[src/design/hq_pkg.sv]
`default_nettype none

package hq_pkg;

    // Store geometry and queue depths
    localparam int MAX_SIDE_DEF = 256;
    localparam int MID_DEPTH    = 4;
    localparam int OUT_DEPTH    = 8;

    // Fixed-point constants
    localparam logic [31:0] MISS_HEIGHT = 32'hFFFF_0000;   // -1.0 in Q16.16
    localparam logic [31:0] SAT_HIGH    = 32'h7FFF_FFFF;
    localparam logic [16:0] FRAC_ONE    = 17'h1_0000;      // 1.0 in 1.16

    // Register reset values
    localparam logic [8:0]  SIDE_RESET = 9'd256;
    localparam logic [31:0] CPU_RESET  = 32'h0001_0000;
    localparam logic [31:0] GAIN_RESET = 32'd257;

    localparam int CFG_IDX_W = 3;

    typedef enum logic [CFG_IDX_W-1:0] {
        REG_SIDE_X = 3'd0,
        REG_SIDE_Z = 3'd1,
        REG_ORG_X  = 3'd2,
        REG_ORG_Z  = 3'd3,
        REG_CPU_X  = 3'd4,
        REG_CPU_Z  = 3'd5,
        REG_GAIN   = 3'd6
    } cfg_idx_t;

    typedef struct packed {
        logic               mode;
        logic [7:0]         sample_x_index;
        logic [7:0]         sample_z_index;
        logic [7:0]         height_byte;
        logic signed [31:0] pos_x;
        logic signed [31:0] pos_z;
    } in_word_t;

    typedef struct packed {
        logic               hit;
        logic signed [31:0] height;
    } out_word_t;

    typedef struct packed {
        logic [8:0]         grid_side_x;
        logic [8:0]         grid_side_z;
        logic signed [31:0] origin_x;
        logic signed [31:0] origin_z;
        logic [31:0]        cells_per_unit_x;
        logic [31:0]        cells_per_unit_z;
        logic [31:0]        height_gain;
    } cfg_t;

    // Classified word between the front stage and the back pipeline
    typedef struct packed {
        logic        is_query;
        logic        neg_x;      // position left of the origin along X
        logic        neg_z;
        logic [31:0] t_x;        // pos - origin, zero when negative
        logic [31:0] t_z;
        logic [7:0]  ld_x;
        logic [7:0]  ld_z;
        logic [7:0]  ld_byte;
    } mid_word_t;

endpackage

`default_nettype wire

[src/design/hq_fifo.sv]
`default_nettype none

module hq_fifo
    import hq_pkg::*;
#(
    parameter int WIDTH = 8,
    parameter int DEPTH = 4
) (
    input  wire logic             clk,
    input  wire logic             rst_n,
    input  wire logic             wr_en,
    input  wire logic [WIDTH-1:0] wr_data,
    output logic                  full,
    input  wire logic             rd_en,
    output logic [WIDTH-1:0]      rd_data,
    output logic                  empty
);

    localparam int PTR_W = (DEPTH > 1) ? $clog2(DEPTH) : 1;
    localparam int CNT_W = $clog2(DEPTH + 1);

    logic [WIDTH-1:0] mem_reg [DEPTH];
    logic [PTR_W-1:0] wr_ptr_reg, wr_ptr_next;
    logic [PTR_W-1:0] rd_ptr_reg, rd_ptr_next;
    logic [CNT_W-1:0] count_reg, count_next;
    logic             do_wr, do_rd;

    assign full    = (count_reg == CNT_W'(DEPTH));
    assign empty   = (count_reg == '0);
    assign do_wr   = wr_en && !full;
    assign do_rd   = rd_en && !empty;
    assign rd_data = mem_reg[rd_ptr_reg];

    always_comb
    begin
        wr_ptr_next = wr_ptr_reg;
        rd_ptr_next = rd_ptr_reg;
        if (do_wr)
        begin
            wr_ptr_next = (wr_ptr_reg == PTR_W'(DEPTH - 1)) ? '0 : wr_ptr_reg + 1'b1;
        end
        if (do_rd)
        begin
            rd_ptr_next = (rd_ptr_reg == PTR_W'(DEPTH - 1)) ? '0 : rd_ptr_reg + 1'b1;
        end
        count_next = count_reg + CNT_W'(do_wr) - CNT_W'(do_rd);
    end

    always_ff @(posedge clk or negedge rst_n)
    begin
        if (!rst_n)
        begin
            wr_ptr_reg <= '0;
            rd_ptr_reg <= '0;
            count_reg  <= '0;
        end
        else
        begin
            wr_ptr_reg <= wr_ptr_next;
            rd_ptr_reg <= rd_ptr_next;
            count_reg  <= count_next;
        end
    end

    always_ff @(posedge clk)
    begin
        if (do_wr)
        begin
            mem_reg[wr_ptr_reg] <= wr_data;
        end
    end

endmodule

`default_nettype wire

[config.mk]
export PLATFORM = sky130hd
export DESIGN_NAME = hq_fifo
export DESIGN_NICKNAME = d
export VERILOG_FILES = /design/src/design/hq_pkg.sv /design/src/design/hq_fifo.sv
export SDC_FILE = /design/constraint.sdc
export NUM_CORES = 1
export LEC_CHECK = 0
export ABC_CLOCK_PERIOD_IN_PS = 6150
export BUFFER_PORTS_ARGS = -buffer_cell sky130_fd_sc_hd__buf_4
export CAP_MARGIN = 20
export CORE_UTILIZATION = 48
export CTS_BUF_LIST = sky130_fd_sc_hd__clkbuf_4 sky130_fd_sc_hd__clkbuf_8
export DETAILED_ROUTE_END_ITERATION = 10
export GPL_ROUTABILITY_DRIVEN = 0
export PLACE_DENSITY = 0.73
export SLEW_MARGIN = 5
export SYNTH_ARGS = -nofsm -noshare
export SYNTH_HDL_FRONTEND = slang
export SYNTH_SLANG_ARGS = --single-unit
[constraint.sdc]
create_clock -name clk -period 6.15 [get_ports clk]
set_input_delay 0.3075 -clock clk [delete_from_list [all_inputs] [get_ports clk]]
set_output_delay 0.3075 -clock clk [all_outputs]
set_load 0.05 [all_outputs]
== Word-level counts from Yosys, hierarchy flattened ==
Memories as Yosys holds them, arrays and structs flattened.
Index checks and enable logic that the tools add are counted.
Word-level totals
  register bits: 7
  memory bits (writable): 32
  output and inout bits: 10
  logic and storage cells: 20
  memories kept: 1
Memories
  mem_reg: depth 4, bits a word 8, read ports 1, clocked after memory_dff 0, write ports 1, line hq_fifo.sv:22  | logic [WIDTH-1:0] mem_reg [DEPTH];
Cells by class
  $add $sub $neg: 4
  eq/ne operators: 3
  multiplexer cells: 4
  reductions and logical operators: 5
Operators with widths (number)
  $add A2 B1 Y2 const B: 2
  $eq A2 B2 Y1 const B: 2
  $mux W2: 2
  $add A3 B1 Y3: 1
  $eq A3 B3 Y1 const B: 1
  $logic_not A3 Y1: 1
  $sub A3 B1 Y3: 1
  $logic_and A1 B1 Y1: 2
  $logic_not A1 Y1: 2
  $mux W1: 2

== Longest topological paths before layout ==
  depth in word-level cells: 5
  depth in mapped cells: 9
  mapped depth without buffers: 9

== Worst setup path before layout ==
No wires, ideal clock.
  path type: flip-flop to flip-flop
  start point: register count_reg[1]
  end point: register count_reg[2]
  setup time: 0.123 ns
  arrival: 3.031 ns
  required time: 6.027 ns
  slack: 2.996 ns
  cell stages (with the launch flop): 10
  path through: dfrtp_1 nor3_1 nand2b_4 inv_1 ha_1 inv_1 ha_1 fa_1 xnor2_1 xnor2_1
RTL lines
  from (decl): line hq_fifo.sv:25  | logic [CNT_W-1:0] count_reg, count_next;
  from (signal assigned): line hq_fifo.sv:61  | count_reg <= count_next;
  $logic_not A3 Y1: line hq_fifo.sv:29  | assign empty = (count_reg == '0);
  named net empty: line hq_fifo.sv:16  | output logic empty
  $logic_not A1 Y1: line hq_fifo.sv:31  | assign do_rd = rd_en && !empty;
  $logic_and A1 B1 Y1: line hq_fifo.sv:31
  named net do_rd: line hq_fifo.sv:26  | logic do_wr, do_rd;
  $sub A3 B1 Y3: line hq_fifo.sv:46  | count_next = count_reg + CNT_W'(do_wr) - CNT_W'(do_rd);
  named net count_next[2]: line hq_fifo.sv:25
The timed path passes the listed nets, and every way through them passes these cells.
A chain may end at the register's enable or synchronous reset.

== Worst setup path after layout ==
  start point: register count_reg[1]
  end point: register count_reg[2]
RTL lines (line)
  $logic_not A3 Y1: hq_fifo.sv:29
  $logic_not A1 Y1: hq_fifo.sv:31
  $logic_and A1 B1 Y1: hq_fifo.sv:31
  named net do_rd: hq_fifo.sv:26
  $sub A3 B1 Y3: hq_fifo.sv:46
  named net count_next[2]: hq_fifo.sv:25
The timed path passes the listed nets, and every way through them passes these cells.

==> flow_results.xml <==
<?xml version="1.0" encoding="UTF-8"?>
<metrics>
  <group name="yosys">
    <metric name="synth.avg_cell_area" unit="sq um">19.8</metric>
    <metric name="synth_fp_nets" unit="">101</metric>
    <metric name="yosysUniqueCellTypes" unit="">19</metric>
    <metric name="synthesis.yosys.warnings" unit="">0</metric>
    <metric name="synth_seq_cells" unit="">39</metric>
    <metric name="netlist_instances" unit="">81</metric>
    <metric name="synth.cell_area" unit="sq mm">0.00160</metric>
    <metric name="synth_seq_area_share" unit="%">70.9</metric>
  </group>
  <group name="critical_path">
    <metric name="critPathMaxFanout" unit="">3</metric>
    <metric name="cp-start-kind" unit="">flip-flop</metric>
    <metric name="cp_data_arrival_time" unit="ns">2.50</metric>
    <metric name="cp_cell_sequence" unit="">nor3_1 -&gt; nand2b_4 -&gt; inv_1 -&gt; ha_1 -&gt; inv_1 -&gt; ha_1 -&gt; fa_1 -&gt; xnor2_1 -&gt; xnor2_1</metric>
    <metric name="crit_buf_inv" unit="">2</metric>
    <metric name="data_required_critical_path" unit="ns">6.42</metric>
    <metric name="cpPeakStageDelay" unit="ns">0.44</metric>
    <metric name="timing_worst_setup_path_type" unit="">flip-flop to flip-flop</metric>
    <metric name="critical_path.top_delay_family" unit="">adder cells</metric>
    <metric name="critical_path.endpoint_type" unit="">flip-flop</metric>
    <metric name="crit_slowest_cell" unit="">dfrtp_1</metric>
  </group>
  <group name="clock_network">
    <metric name="tritoncts" unit="">built</metric>
    <metric name="cts.reportedPaths.clkPinSlew" unit="ns">0.12</metric>
    <metric name="cts.path.max_buffers" unit="">2</metric>
    <metric name="cts.htree.levels" unit="">2</metric>
    <metric name="numCtsBuffers" unit="">5</metric>
    <metric name="cts.root.buffer_cell" unit="">clkbuf_4</metric>
    <metric name="worstSkewPairLatency" unit="ns">0.33</metric>
    <metric name="numClockSinks" unit="">39</metric>
    <metric name="cts_post_setup_buffers_inserted" unit="">0</metric>
    <metric name="post_cts_resize_count" unit="">0</metric>
  </group>
  <group name="sta">
    <metric name="slew_violations" unit="">0</metric>
    <metric name="fmax" unit="GHz">0.447</metric>
    <metric name="post-route-worst-setup-slack" unit="ns">3.91</metric>
    <metric name="rsz0062_at_grt" unit="">no</metric>
    <metric name="final-setup-viol-count" unit="">0</metric>
    <metric name="hold_viol" unit="">0</metric>
    <metric name="setup_tns" unit="ns">0</metric>
    <metric name="final_period_minus_worst_setup_slack" unit="ns">2.24</metric>
    <metric name="finalCritPeriodShare" unit="%">36.3</metric>
    <metric name="fin_worst_hold_slack" unit="ns">0.175</metric>
    <metric name="worst-slew-pin-transition" unit="ns">0.580</metric>
    <metric name="relSlewSlack" unit="%">61.3</metric>
    <metric name="clock_skew" unit="ns">0.0144</metric>
  </group>
  <group name="layout">
    <metric name="num-fill-cells" unit="">237</metric>
    <metric name="largest_register_ff_count" unit="">32</metric>
    <metric name="most_common_library_cell_in_the_layout_ignoring_fill_and_taps" unit="">edfxtp_1</metric>
    <metric name="syn2layout_area_growth" unit="%">16.6</metric>
    <metric name="post_layout_instance_area" unit="sq mm">0.00187</metric>
    <metric name="fin_nets" unit="">128</metric>
    <metric name="most-common-layout-cells" unit="">edfxtp_1, buf_4, mux4_2</metric>
    <metric name="post_route_cells_drive_above_1_share" unit="%">37.6</metric>
    <metric name="num_antenna_cells" unit="">0</metric>
  </group>
  <group name="die">
    <metric name="chipWidth" unit="um">59.8</metric>
    <metric name="die_area" unit="sq mm">0.00357</metric>
    <metric name="floorplan.initialDensity" unit="%">51.7</metric>
    <metric name="core_region_area" unit="sq mm">0.00310</metric>
    <metric name="die_height" unit="um">59.8</metric>
    <metric name="num_rows" unit="">20</metric>
    <metric name="io-pin-count" unit="">22</metric>
  </group>
  <group name="worst_hold_path">
    <metric name="hold_path.class" unit="">input pin to flip-flop</metric>
  </group>
  <group name="global_routing">
    <metric name="gr-total-overflow" unit="">0</metric>
    <metric name="gr-usage-all-layers" unit="%">15.3</metric>
    <metric name="grt_antenna_before_repair" unit="">0</metric>
    <metric name="global_route_wire_length_before_repair" unit="um">3620</metric>
    <metric name="grt_max_degree" unit="">12</metric>
    <metric name="first_global_vias" unit="">785</metric>
  </group>
  <group name="pwr">
    <metric name="leakage_component_of_the_power" unit="nW">0.713</metric>
    <metric name="irDropWorstVdd" unit="mV">0.208</metric>
    <metric name="report.power.total" unit="mW">0.950</metric>
    <metric name="cell_area_power_density" unit="mW/mm^2">508</metric>
  </group>
  <group name="drt">
    <metric name="final_antenna_net_count" unit="">0</metric>
    <metric name="first_iter_violations" unit="">35</metric>
    <metric name="detail_route.vias_per_cell" unit="">4.95</metric>
    <metric name="wire_per_inst" unit="um">14.6</metric>
    <metric name="drt_pass1_iterations" unit="">4</metric>
    <metric name="detail_route.drc_violations" unit="">0</metric>
    <metric name="num_vias" unit="">757</metric>
    <metric name="postRouteWirelength" unit="um">2240</metric>
  </group>
  <group name="job">
    <metric name="timing.max_cap.violations" unit="">0</metric>
  </group>
  <group name="run_status">
    <metric name="run_status" unit="">complete, no violations</metric>
  </group>
  <group name="place">
    <metric name="placement.setup.worst_slack" unit="ns">3.94</metric>
    <metric name="io_buffer_count" unit="">21</metric>
    <metric name="placed_cell_area" unit="sq mm">0.00181</metric>
  </group>
</metrics>
==> routing by layer <==
metal | GRT usage (%) | part of all wire [%] | vias to the layer above
met5 | 0 | 0 | -
met2 | 24.6 | 51 | 19
li1 | - | - | 361
met3 | 5.84 | 5.2 | 4
met4 | 6.98 | 1.2 | 0
met1 | 18.3 | 43 | 373
==> cells in the mapped netlist (all sizes together) <==
master,n,area (sq um)
and2,4,25.0
buf,1,5.00
clkbuf,1,3.75
dfrtp,7,175
edfxtp,32,961
fa,1,20.0
ha,7,87.6
inv,7,26.3
mux2,3,37.5
mux4,8,180
nand2,1,3.75
nand2b,1,13.8
nor2,2,7.51
nor2b,1,8.76
nor3,1,5.00
nor3b,1,18.8
o22ai,1,6.26
xnor2,2,17.5
==> logic make-up after synthesis <==
family / count (synthesis) / synth area share, %
adders and majority gates: 8 / 6.71
muxes: 11 / 13.6
AOI/OAI and AO/OA: 1 / 0.391
buffers and inverters: 9 / 2.19
and+or+nand+nor: 11 / 5.15
DFF: 39 / 70.9
xor gates and xnor gates: 2 / 1.09
==> per-stage QoR <==
stage | util, % | cells
finish | 60.2 | 153
global route | 60.2 | 153
CTS | 60.2 | 153
detailed placement | 58.2 | 144
global placement | 58.2 | 144
floorplan | - | 81
==> worst paths after layout <==
check,startpoint,end,slack (ns),cells after the start
min,wr_data[3],mem_reg[0][3],0.18,1
min in group asynchronous,rst_n,rd_ptr_reg[1],0.32,2
max,count_reg[1],count_reg[2],3.91,9
max reg2reg,count_reg[1],count_reg[2],3.91,9
min reg2reg,count_reg[0],count_reg[0],0.63,1
max in group asynchronous,rst_n,wr_ptr_reg[1],5.71,2
==> layout make-up <==
cell class | instances | area, sq um | area share (%)
Sequential cell | 39 | 1140 | 60.8
Multi-Input combinational cell | 33 | 432 | 23.1
Timing Repair Buffer | 22 | 168 | 8.97
Tap cell | 44 | 55.1 | 2.95
Clock buffer | 6 | 45.0 | 2.41
Inverter | 7 | 26.3 | 1.41
Clock inverter | 2 | 7.51 | 0.402
==> power breakdown <==
| group | switching [mW] | leakage, nW | internal (mW) |
|---|---|---|---|
| registers | 0.0563 | 0.376 | 0.357 |
| clock network | 0.0756 | 0.0307 | 0.0468 |
| logic | 0.243 | 0.307 | 0.172 |
| total | 0.375 | 0.713 | 0.575 |
==> repair_timing <==
action | CTS | global route
hold buffers | 1 | 0
endpoints found under the hold margin | 7 | 0
endpoints found under the setup margin | 0 | 0
Note: power is estimated with default switching activity, not from simulation.
