### src/design/hq_pkg.sv
`default_nettype none

package hq_pkg;

    // Store geometry and queue depths
    localparam int MAX_SIDE_DEF = 256;
    localparam int MID_DEPTH    = 4;
    localparam int OUT_DEPTH    = 8;

    // Fixed-point constants
    localparam logic [31:0] MISS_HEIGHT = 32'hFFFF_0000;   // -1.0 in Q16.16
    localparam logic [31:0] SAT_HIGH    = 32'h7FFF_FFFF;
    localparam logic [16:0] FRAC_ONE    = 17'h1_0000;      // 1.0 in 1.16

    // Register reset values
    localparam logic [8:0]  SIDE_RESET = 9'd256;
    localparam logic [31:0] CPU_RESET  = 32'h0001_0000;
    localparam logic [31:0] GAIN_RESET = 32'd257;

    localparam int CFG_IDX_W = 3;

    typedef enum logic [CFG_IDX_W-1:0] {
        REG_SIDE_X = 3'd0,
        REG_SIDE_Z = 3'd1,
        REG_ORG_X  = 3'd2,
        REG_ORG_Z  = 3'd3,
        REG_CPU_X  = 3'd4,
        REG_CPU_Z  = 3'd5,
        REG_GAIN   = 3'd6
    } cfg_idx_t;

    typedef struct packed {
        logic               mode;
        logic [7:0]         sample_x_index;
        logic [7:0]         sample_z_index;
        logic [7:0]         height_byte;
        logic signed [31:0] pos_x;
        logic signed [31:0] pos_z;
    } in_word_t;

    typedef struct packed {
        logic               hit;
        logic signed [31:0] height;
    } out_word_t;

    typedef struct packed {
        logic [8:0]         grid_side_x;
        logic [8:0]         grid_side_z;
        logic signed [31:0] origin_x;
        logic signed [31:0] origin_z;
        logic [31:0]        cells_per_unit_x;
        logic [31:0]        cells_per_unit_z;
        logic [31:0]        height_gain;
    } cfg_t;

    // Classified word between the front stage and the back pipeline
    typedef struct packed {
        logic        is_query;
        logic        neg_x;      // position left of the origin along X
        logic        neg_z;
        logic [31:0] t_x;        // pos - origin, zero when negative
        logic [31:0] t_z;
        logic [7:0]  ld_x;
        logic [7:0]  ld_z;
        logic [7:0]  ld_byte;
    } mid_word_t;

endpackage

`default_nettype wire

### src/design/hq_front.sv
`default_nettype none

module hq_front
    import hq_pkg::*;
(
    input  wire logic               clk,
    input  wire logic               rst_n,
    input  wire logic signed [31:0] origin_x,
    input  wire logic signed [31:0] origin_z,
    input  wire logic               push,
    output logic                    full,
    input  wire in_word_t           item,
    output logic                    out_valid,
    input  wire logic               out_ready,
    output mid_word_t               out_word
);

    logic        valid_reg, valid_next;
    mid_word_t   word_reg, word_next;
    logic        take, move;
    logic [32:0] tx, tz;

    assign move      = valid_reg && out_ready;
    assign full      = valid_reg && !out_ready;
    assign take      = push && !full;
    assign out_valid = valid_reg;
    assign out_word  = word_reg;

    // Translate to grid space; a negative offset only matters through its sign
    always_comb
    begin
        tx = {item.pos_x[31], item.pos_x} - {origin_x[31], origin_x};
        tz = {item.pos_z[31], item.pos_z} - {origin_z[31], origin_z};
        word_next.is_query = item.mode;
        word_next.neg_x    = tx[32];
        word_next.neg_z    = tz[32];
        word_next.t_x      = tx[32] ? '0 : tx[31:0];
        word_next.t_z      = tz[32] ? '0 : tz[31:0];
        word_next.ld_x     = item.sample_x_index;
        word_next.ld_z     = item.sample_z_index;
        word_next.ld_byte  = item.height_byte;
        valid_next         = take || (valid_reg && !move);
    end

    always_ff @(posedge clk or negedge rst_n)
    begin
        if (!rst_n)
        begin
            valid_reg <= 1'b0;
        end
        else
        begin
            valid_reg <= valid_next;
        end
    end

    always_ff @(posedge clk)
    begin
        if (take)
        begin
            word_reg <= word_next;
        end
    end

endmodule

`default_nettype wire

### config.mk
export PLATFORM = sky130hd
export DESIGN_NAME = hq_front
export DESIGN_NICKNAME = d
export VERILOG_FILES = /design/src/design/hq_pkg.sv /design/src/design/hq_front.sv
export SDC_FILE = /design/constraint.sdc
export NUM_CORES = 1
export LEC_CHECK = 0
export BUFFER_PORTS_ARGS = -buffer_cell sky130_fd_sc_hd__buf_2
export CORE_MARGIN = 2
export CORE_UTILIZATION = 52
export CTS_BUF_LIST = sky130_fd_sc_hd__clkbuf_8
export CTS_CLUSTER_DIAMETER = 80
export DETAILED_ROUTE_END_ITERATION = 8
export GPL_TIMING_DRIVEN = 0
export PLACE_DENSITY = 0.95
export SYNTH_ARGS = -nofsm -noshare
export SYNTH_HDL_FRONTEND = slang
export SYNTH_SLANG_ARGS = --single-unit
### constraint.sdc
create_clock -name clk -period 4 [get_ports clk]
set_input_delay 0.8 -clock clk [delete_from_list [all_inputs] [get_ports clk]]
set_output_delay 0.8 -clock clk [all_outputs]
set_load 0.05 [all_outputs]
# --- Word level (Yosys, flattened, before mapping) ---
# Cells that the tools add are included.
totals:
  output_inout_bits: 93
  register_bits: 92
  wordCells: 19
  mem_bits_rw: 0
  latchBits: 0
  n_memories: 0
  mem_bits_ro: 0
op_classes:
  bitwise: 0
  n_eq_ne: 0
  add_sub_neg: 2
  shifts: 0
  order_cmp: 0
  reduce_logical: 8
  n_mul: 0
  n_mux: 0
  div: 0
ops:
  columns: ["operator", "n"]
  rows:
  - ["$sub 32x32->33", 2]
  - ["$logic_and 1x1->1", 4]
  - ["$logic_not 1->1", 3]
  - ["$logic_or 1x1->1", 1]

# --- Logic depth before layout (Yosys ltp) ---
# Gate-level depths: netlist (run 1).
logic_depth:
  ltp_word: 5
  ltp_mapped: 13
  depth_no_buf: 12

# --- Worst setup path before layout (run 1) ---
# Ideal clock, no wire load.
synth_timing:
  path_kind: "input to register"
  from: "input port out_ready"
  to: "register word_reg, in the netlist out_word[0] (enable)"
  setup_slack_ns: 0.477
  required_time_ns: 3.540
  arrival_ns: 3.063
  path_buffers: 0
  setup_ns: 0.460
  stages: 2
  path_cell_list: "nand2b_1 and2_1"
synth_via:
  elab_chain_cells: 4
synth_rtl:
  columns: ["item", "line", "rtl"]
  rows:
  - ["from (decl)", "hq_front.sv:14", "input wire logic out_ready,"]
  - ["$logic_not 1->1", "hq_front.sv:24", "assign full = valid_reg && !out_ready;"]
  - ["$logic_and 1x1->1", "hq_front.sv:24", null]
  - ["$logic_not 1->1", "hq_front.sv:25", "assign take = push && !full;"]
  - ["$logic_and 1x1->1", "hq_front.sv:25", null]
  - ["net take", "hq_front.sv:20", "logic take, move;"]
  - ["to (signal assigned)", "hq_front.sv:61", "word_reg <= word_next;"]
  - ["to (decl)", "hq_front.sv:19", "mid_word_t word_reg, word_next;"]
# The timed path passes the listed nets, and every way through them passes these cells.
# A chain may end at the register's enable or synchronous reset.

# --- Final worst setup path (run 1) ---
layout_timing:
  from: "input port origin_z[0]"
  to: "register word_reg, in the netlist out_word[54], data pin"
layout_via:
  elab_chain_cells: 1
layout_rtl:
  columns: ["item", "line", "rtl"]
  rows:
  - ["from (decl)", "hq_front.sv:9", "input wire logic signed [31:0] origin_z,"]
  - ["$sub 32x32->33", "hq_front.sv:33", "tz = {item.pos_z[31], item.pos_z} - {origin_z[31], origin_z};"]
# Every way passes these cells.

==> results.md, run 1 <==
* Fin. Hold Viols at 0
* Detailed-router iteration count before antenna repair at 5
* CTS clock-pin slew for the worst setup and hold paths at 0.09 ns
* Hold Path Class: input pin to async pin
* Initial core utilization at 53.6%
* Biggest area consumer among synthesized cells: edfxtp_1
* Post-DP HPWL at 14.5 mm
* Initial antenna violation count at 1
* Most used DFF post-synth: edfxtp_1
* Largest family of logic cells by synthesized area: compound AO/OA/AOI/OAI gates
* FF-to-FF setup slack at 2.35 ns
* Most Crowded Layer GR: met2
* Worst path bufs/invs at 1
* R2r endpoint: out_word[76]$_SDFFCE_PP0P_
* Final period demand of the worst path at 3.73 ns
* Post-Synth Simple-Gate Area at 14.5%
* H-tree levels at 3
* Worst Setup End Kind: flip-flop
* Final Max Slew Viols at 0
* Post-Syn Instances at 711
* DRT antenna net count at 0
* Worst slew pin tran at 0.597 ns
* Mapped Avg Cell Area at 9.56 sq um
* Placer Congestion at 0.968
* CP max FO at 3
* DR iter-0 viols at 482
* Pin count of the biggest net entering global routing at 69
* Worst-skew pair later-pin latency at 0.37 ns
* CTS sink cnt at 92
* Post-Route WL at 17.8 mm
* Peak VDD IR at 183 uV
* Asr flop ratio synth at 1.09%
* FF-to-FF path depth at 3
* EDFF count, synth at 91
* GRT Util Overall at 24.8%
* Crit Reg-Reg Startpoint: out_valid$_DFF_PN0_
* Vias/cell at 5.48
* Post-CTS Setup Bufs at 0
* FP Rows at 41
* Number of max-cap violations at 0
* Non-Filler Instances at 1150
* Vias in the first global route at 5893
* Synth Area in Adders at 12.4%
* Vias at 6298
* CTS tree: done
* Yosys cell types at 68
* CP Cell Sequence: buf_2 -> ha_1 -> fa_1 -> nand2b_1 -> a211oi_1 -> o21a_1 -> o21ai_0 -> a21oi_1 -> a31oi_1 -> nor4_1 -> o21ai_0 -> and3b_1
* Mux contribution to synthesized area at 0.847%
* CP arrival at 3.87 ns
* Synth Warn # at 0
* Synth-to-Final Area Change at 24.9%
* Post-synth top area share at 40.2%
* Compound-cell area share of the yosys netlist at 19.9%
* Post-route DRC at 0
* Die ar. at 14000 sq um
* Leakage power at 4.13 nW
* Max-slew headroom at 60.0%
* Count leader, synth: edfxtp_1
* Cts repair resizes at 0
* Post-Syn Nets at 934
* Final setup violation count at 0
* Worst Path Required at 4.13 ns
* Root buffer cell: clkbuf_8
* CP startpoint kind: input pin
* Post-synthesis xor/xnor area fraction at 5.93%
* Crit path kind: input pin to flip-flop
* Top cell by count, worst path: o21ai_0
* CP delay by family, top: compound AO/OA/AOI/OAI gates
* Fin nets at 1195
* Hold_ws at 0.184 ns
* Seq/Total Area, Yosys at 40.6%
* WL/cell at 15.5 um
* Met3 Usage GRT at 3.09%
* Clock Skew at 0.0112 ns
* Total gr overflow at 0
* Die X at 118 um
* RSZ-0062 raised after global routing: false
* First-pass GRT wire length at 27.9 mm
* Top area cells in the synthesized netlist: edfxtp_1 40%, ha_1 12%, a21oi_1 4.8%, inv_1 4.4%, nor2_1 4.0%
* Layout cell share with drive strength beyond 1 at 30.8%
* Num ports at 250
* Die Ht at 118 um
* CTS Buf Count at 9
* Peak per-stage delay on the critical path at 0.50 ns
* GR Util met2 at 42.6%
* Total power at 3.09 mW
* Slowest CP cell: a211oi_1
* GR met1 Demand/Resource at 31.3%
* Number of port buffers at 249
* Mapped Area at 6800 sq um
* Fin crit share at 93.3%
* Placed insts at 1133
* Hold_buf cts at 0
* FMAX at 0.268 GHz
* Core ar. at 12700 sq um
* Top cells by count, synth: 91 x edfxtp_1, 79 x inv_1, 73 x nor2_1
* Clk buf depth at 2
* Run status: finished, final reports clean
* Synth Register Bits at 92
* Pwr dens at 364 nW/um^2
* Setup TNS at 0 ns
## power by group
group | switching (mW) | internal [mW] | leakage, nW
combinational | 0.817 | 0.413 | 3.13
clock | 0.342 | 0.306 | 0.106
sequential | 0.0236 | 1.19 | 0.894
total | 1.18 | 1.91 | 4.13
## layout make-up
cell class	count	area, sq um
Tap cell	172	215
Buffer	19	104
Multi-Input combinational cell	521	3640
Inverter	79	297
Sequential cell	92	2760
Antenna cell	1	2.50
Clock buffer	10	138
Clock inverter	6	62.6
Fill cell	995	4180
Timing Repair Buffer	250	1270
## flip-flops by register name (all words and copies together), names as in the netlist
signal	count
out_valid	1
out_word	91
## worst register-to-register path, delay by kind of cell (launching register included)
kind / cells / cell delay, ns
buffers and inverters: 1 / 0.35
flip-flops: 1 / 0.39
AND/OR/NAND/NOR: 2 / 0.52
## metrics by stage
step / cell area [sq um] / util [%] / worst slack, ns
after global placement: 8260 / 65.2 / -0.459
after detailed placement: 8290 / 65.4 / -0.0622
after floorplan: 6800 / - / 0.477
final: 8490 / 67.0 / 0.268
after CTS: 8490 / 67.0 / 0.330
after global routing: 8490 / 67.0 / 0.0292
## layout by cell type (no fill, tap or decap), types with 12 or more instances in the layout
master	instances
a21oi_1	65
inv_1	79
xor2_1	20
nor2b_1	17
nor2_1	73
edfxtp_1	91
a21o_1	28
buf_2	254
nand2_1	42
nand3_1	12
nor3_1	15
ha_1	64
o21ai_0	33
xnor2_1	26
## per-layer routing
layer | vias to the layer above | wire, um | share of wire [%]
li1 | 3080 | - | -
met5 | - | 0 | 0
met2 | 308 | 8510 | 48
met4 | 0 | 575 | 3.2
met1 | 2865 | 7500 | 42
met3 | 45 | 1240 | 6.9
## kinds of logic (layout without fill, tap and decap cells)
kind of cell             Yosys count  count (layout)
adder cells (fa/ha/maj)           66              66
AND/OR/NAND/NOR                  205             205
other                              0               1
XOR/XNOR                          46              46
flip-flops                        92              92
AO/OA/AOI/OAI                    200             200
buffers and inverters             98             364
multiplexers                       4               4
## how the worst max path moves through the flow
stage                            from                    endpoint  slack (ns)  depth (start not counted)
after floorplan             out_ready       out_word[0]$_DFFE_PP_        0.48                          2
after global placement      out_ready  out_word[82]$_SDFFCE_PP0P_       -0.46                          3
after detailed placement  origin_z[0]  out_word[54]$_SDFFCE_PP0P_       -0.06                         12
after CTS                 origin_z[0]  out_word[54]$_SDFFCE_PP0P_        0.33                         12
after global routing          item[0]  out_word[54]$_SDFFCE_PP0P_        0.03                         13
final                     origin_z[0]  out_word[54]$_SDFFCE_PP0P_        0.27                         12
(Power assumes the default switching activity.)
==> run 2, diff against run 1 <==
- GPL_ROUTABILITY_DRIVEN: default -> 0
- RECOVER_POWER: default -> 50
==> results.md, run 2 (synthesis gave the netlist of run 1 again) <==
* Run status: finished with violations
* Failing checks: max-capacitance violations, max-slew violations
* Initial core utilization at 53.6%
* Final Max Slew Viols at 24
* Total gr overflow at 0
* Non-Filler Instances at 1149
* Post-DP HPWL at 14.4 mm
* Final setup violation count at 0
* Post-route DRC at 0
* First-pass GRT wire length at 28.6 mm
* Worst Setup End Kind: flip-flop
* Vias/cell at 5.54
* FF-to-FF setup slack at 1.39 ns
* WL/cell at 15.7 um
* Layout cell share with drive strength beyond 1 at 21.6%
* DRT antenna net count at 0
* Post-Route WL at 18.1 mm
* Worst-skew pair later-pin latency at 0.37 ns
* Worst Path Required at 4.13 ns
* Worst slew pin tran at 1.75 ns
* Pwr dens at 364 nW/um^2
* Pin count of the biggest net entering global routing at 69
* Final period demand of the worst path at 3.75 ns
* Fin crit share at 93.8%
* Leakage power at 3.87 nW
* CP max FO at 3
* CTS Buf Count at 9
* Detailed-router iteration count before antenna repair at 5
* Crit path kind: input pin to flip-flop
* Fin. Hold Viols at 0
* Num ports at 250
* Commonest non-fill, non-tap cell in the layout: buf_2
* Crit Reg-Reg Startpoint: out_valid$_DFF_PN0_
* Fin nets at 1195
* CP arrival at 3.88 ns
* R2r endpoint: out_word[73]$_SDFFCE_PP0P_
* Hold_buf cts at 0
* Post-CTS Setup Bufs at 0
* Max-slew headroom at -16.9%
* Number of flip-flops in the largest register at 91
* CTS clock-pin slew for the worst setup and hold paths at 0.09 ns
* Die ar. at 14000 sq um
* CTS tree: done
* FF-to-FF path depth at 3
* Vias at 6360
* Post-route cell area at 8380 sq um
* Die X at 118 um
* Most frequent cells in the layout: 166 x buf_2, 96 x clkbuf_1, 91 x edfxtp_1
* Clk buf depth at 2
* H-tree levels at 3
* Root buffer cell: clkbuf_8
* Number of max-cap violations at 1
* Core ar. at 12700 sq um
* FMAX at 0.267 GHz
* RSZ-0062 raised after global routing: false
* Hold Path Class: input pin to async pin
* Number of diodes at 0
* DR iter-0 viols at 508
* Clock Skew at 0.0110 ns
* CTS sink cnt at 92
* Vias in the first global route at 6012
* Placed insts at 1133
* Final core utilization at 66.1%
* FP Rows at 41
* Cts repair resizes at 0
* CP startpoint kind: input pin
* Initial antenna violation count at 0
* Peak VDD IR at 187 uV
* Crit. Startpoint: item[0]
* GRT Util Overall at 25.3%
* Area after DPL at 8290 sq um
* Number of port buffers at 249
* Synth-to-Final Area Change at 23.2%
* Die Ht at 118 um
[run 2: worst max path at each step]
stage	slack, ns	to	cells after the start
floorplan	0.48	out_word[0]$_DFFE_PP_	2
global placement	-0.46	out_word[82]$_SDFFCE_PP0P_	3
detailed placement	-0.07	out_word[54]$_SDFFCE_PP0P_	13
CTS	0.32	out_word[54]$_SDFFCE_PP0P_	13
global route	0.02	out_word[54]$_SDFFCE_PP0P_	13
finish	0.25	out_word[54]$_SDFFCE_PP0P_	13
[run 2: layer usage]
metal  part of all wire, %  vias to the layer above  GRT usage, %
li1                      -                     3086             -
met1                    43                     2931          31.8
met5                     0                        -             0
met4                   3.5                        0          12.0
met2                    47                      294          42.9
met3                   6.9                       49          3.52
[run 2: critical path, cell delays in order]
cell and delay [ns]:
buf_2 0.08, inv_1 0.04, ha_1 0.21, fa_1 0.42, nand2b_1 0.21, a211oi_1 0.54, o21a_1 0.28, o21ai_0 0.11
a21oi_1 0.27, a31oi_1 0.26, nor4_1 0.33, o21ai_0 0.14, and3b_1 0.18
[run 2: area by class of cell]
type                    instances  area, sq um
clock inverters                 3         20.0
well taps                     172          215
plain buffers                  19          104
repair buffers                250         1160
inverters                      79          297
multi-input cells             521         3640
flip-flops and latches         92         2760
clock buffers                  13          179
fillers                      1060         4300
[run 2: through the flow]
step                      TNS [ns]  power (mW)  setup slack (ns)  hold WS [ns]
after floorplan                  0        2.14             0.477         0.504
after global placement      -41.40        2.42            -0.464         0.520
after detailed placement    -0.102        2.45           -0.0651         0.551
after CTS                        0        3.07             0.322         0.176
after global routing             0        3.21            0.0203         0.179
final                            0        3.05             0.248         0.195
[run 2: power by group]
group	total, mW	internal (mW)	switching (mW)
combinational	1.21	0.390	0.820
clock	0.618	0.293	0.325
sequential	1.22	1.19	0.0272
==> run 3, diff against run 2 <==
- CORE_UTILIZATION: 52 -> 47
- PLACE_DENSITY: 0.95 -> 0.91
- clock period: 4 -> 3.1 ns (I/O delays scaled with it)
==> results.md, run 3 (synthesis gave the netlist of run 1 again) <==
* Run status: finished with violations
* Failing checks: max-capacitance violations, max-slew violations
* GRT Util Overall at 22.7%
* Worst slew pin tran at 1.64 ns
* Fin nets at 1208
* Final setup violation count at 0
* Core ar. at 14000 sq um
* Die X at 124 um
* CTS Buf Count at 9
* FP Rows at 43
* WL met1 at 8.13 mm
* Final Max Slew Viols at 31
* Worst Path Required at 3.33 ns
* Worst-skew pair later-pin latency at 0.38 ns
* Clock Skew at 0.0168 ns
* Post-DP HPWL at 14.4 mm
* Clk buf depth at 2
* Die ar. at 15400 sq um
* H-tree levels at 3
* Synth-to-Final Area Change at 27.4%
* Num ports at 250
* Post-route DRC at 0
* Setup TNS at 0 ns
* CP startpoint kind: input pin
* Post-route cell area at 8660 sq um
* CP max FO at 8
* FMAX at 0.329 GHz
* Top sig layer: met4
* Vias at 6356
* Number of flip-flops in the largest register at 91
* Wire length on met2 at 8.86 mm
* CTS clock-pin slew for the worst setup and hold paths at 0.11 ns
* Die Ht at 124 um
* Number of port buffers at 249
* CP arrival at 3.27 ns
* Fin crit share at 98.0%
* Pin count of the biggest net entering global routing at 62
* Fin. Hold Viols at 0
* Peak per-stage delay on the critical path at 0.39 ns
* Peak VDD IR at 251 uV
* CTS tree: done
* Worst Setup End Kind: flip-flop
* Crit path kind: input pin to flip-flop
* Area after DPL at 8300 sq um
* Most frequent cells in the layout: 169 x buf_2, 91 x edfxtp_1, 88 x clkbuf_1
* First-pass GRT wire length at 28.4 mm
* Detailed-router iteration count before antenna repair at 5
* CTS sink cnt at 92
* WL/cell at 16.0 um
* Post-Route WL at 18.7 mm
* Layout cell share with drive strength beyond 1 at 25.1%
* Total power at 4.09 mW
* Total gr overflow at 0
* Vias in the first global route at 5846
* DRT antenna net count at 0
* Vias/cell at 5.42
* Root buffer cell: clkbuf_8
* Leakage power at 3.98 nW
* DR iter-0 viols at 601
* Hold_ws at 0.407 ns
* Pwr dens at 472 nW/um^2
* Initial antenna violation count at 3
* CP Cell Sequence: buf_2 -> inv_1 -> ha_1 -> fa_2 -> nor2b_4 -> o21ai_2 -> a211oi_2 -> o41ai_4 -> o221ai_2 -> a31oi_4 -> o211ai_2 -> mux2i_4 -> buf_12 -> buf_6 -> nor2_1
* Slowest CP cell: fa_2
* Max-slew headroom at -9.48%
* Final period demand of the worst path at 3.04 ns
* Commonest non-fill, non-tap cell in the layout: buf_2
* Met3 WL at 1.24 mm
* Final core utilization at 61.9%
* Number of max-cap violations at 1
* Hold Path Class: input pin to flip-flop
* Initial core utilization at 48.6%
-- run 3: cell type report --
| type | instances | area (sq um) |
|---|---|---|
| Timing Repair Buffer | 263 | 1290 |
| Tap cell | 180 | 225 |
| Sequential cell | 92 | 2760 |
| Antenna cell | 3 | 7.51 |
| Fill cell | 1222 | 5330 |
| Buffer | 19 | 128 |
| Multi-Input combinational cell | 521 | 3740 |
| Clock inverter | 7 | 82.6 |
| Clock buffer | 9 | 124 |
| Inverter | 79 | 297 |
-- run 3: per-stage QoR --
stage	std cells	setup slack (ns)
floorplan	711	0.0695
global placement	1140	-0.591
detailed placement	1141	-0.619
CTS	1160	-0.0142
global route	1172	-0.0199
finish	1173	0.0617
-- run 3: routing by layer --
metal	up-vias	GRT usage [%]
li1	3107	-
met1	2905	30.3
met2	307	36.7
met3	37	3.52
met4	0	9.58
met5	-	0
-- run 3: worst max-delay path, delay by kind of cell --
| kind | cells | cell delay (ns) |
|---|---|---|
| AO/OA/AOI/OAI | 6 | 1.27 |
| adder cells (fa/ha/maj) | 2 | 0.61 |
| buffers and inverters | 4 | 0.40 |
| AND/OR/NAND/NOR | 2 | 0.26 |
| multiplexers | 1 | 0.10 |
-- run 3: report_power, final --
part / internal (mW) / total (mW) / leakage (nW) / switching (mW)
combinational: 0.558 / 1.65 / 2.99 / 1.09
sequential: 1.54 / 1.57 / 0.894 / 0.0328
clock: 0.386 / 0.873 / 0.0984 / 0.487
total: 2.48 / 4.09 / 3.98 / 1.61
-- run 3: worst paths after layout --
kind	slack, ns	cells past startpoint	from	endpoint
max	0.06	15	item[32]	out_word[86]$_SDFFCE_PP0P_
min	0.41	1	item[81]	out_word[17]$_DFFE_PP_
max reg2reg	0.57	3	out_valid$_DFF_PN0_	out_word[28]$_SDFFCE_PP0P_
min reg2reg	0.61	2	out_valid$_DFF_PN0_	out_valid$_DFF_PN0_
max in group asynchronous	2.48	2	rst_n	out_valid$_DFF_PN0_
min in group asynchronous	0.54	2	rst_n	out_valid$_DFF_PN0_
-- run 3: repair_timing --
item / in CTS / in global routing
setup endpoints to repair: 63 / 64
resized for setup: 11 / 24
hold endpoints to repair: 1 / 0
hold buffers: 1 / 0
gates cloned: 0 / 3
setup buffers: 2 / 7
pin swaps: 5 / 16
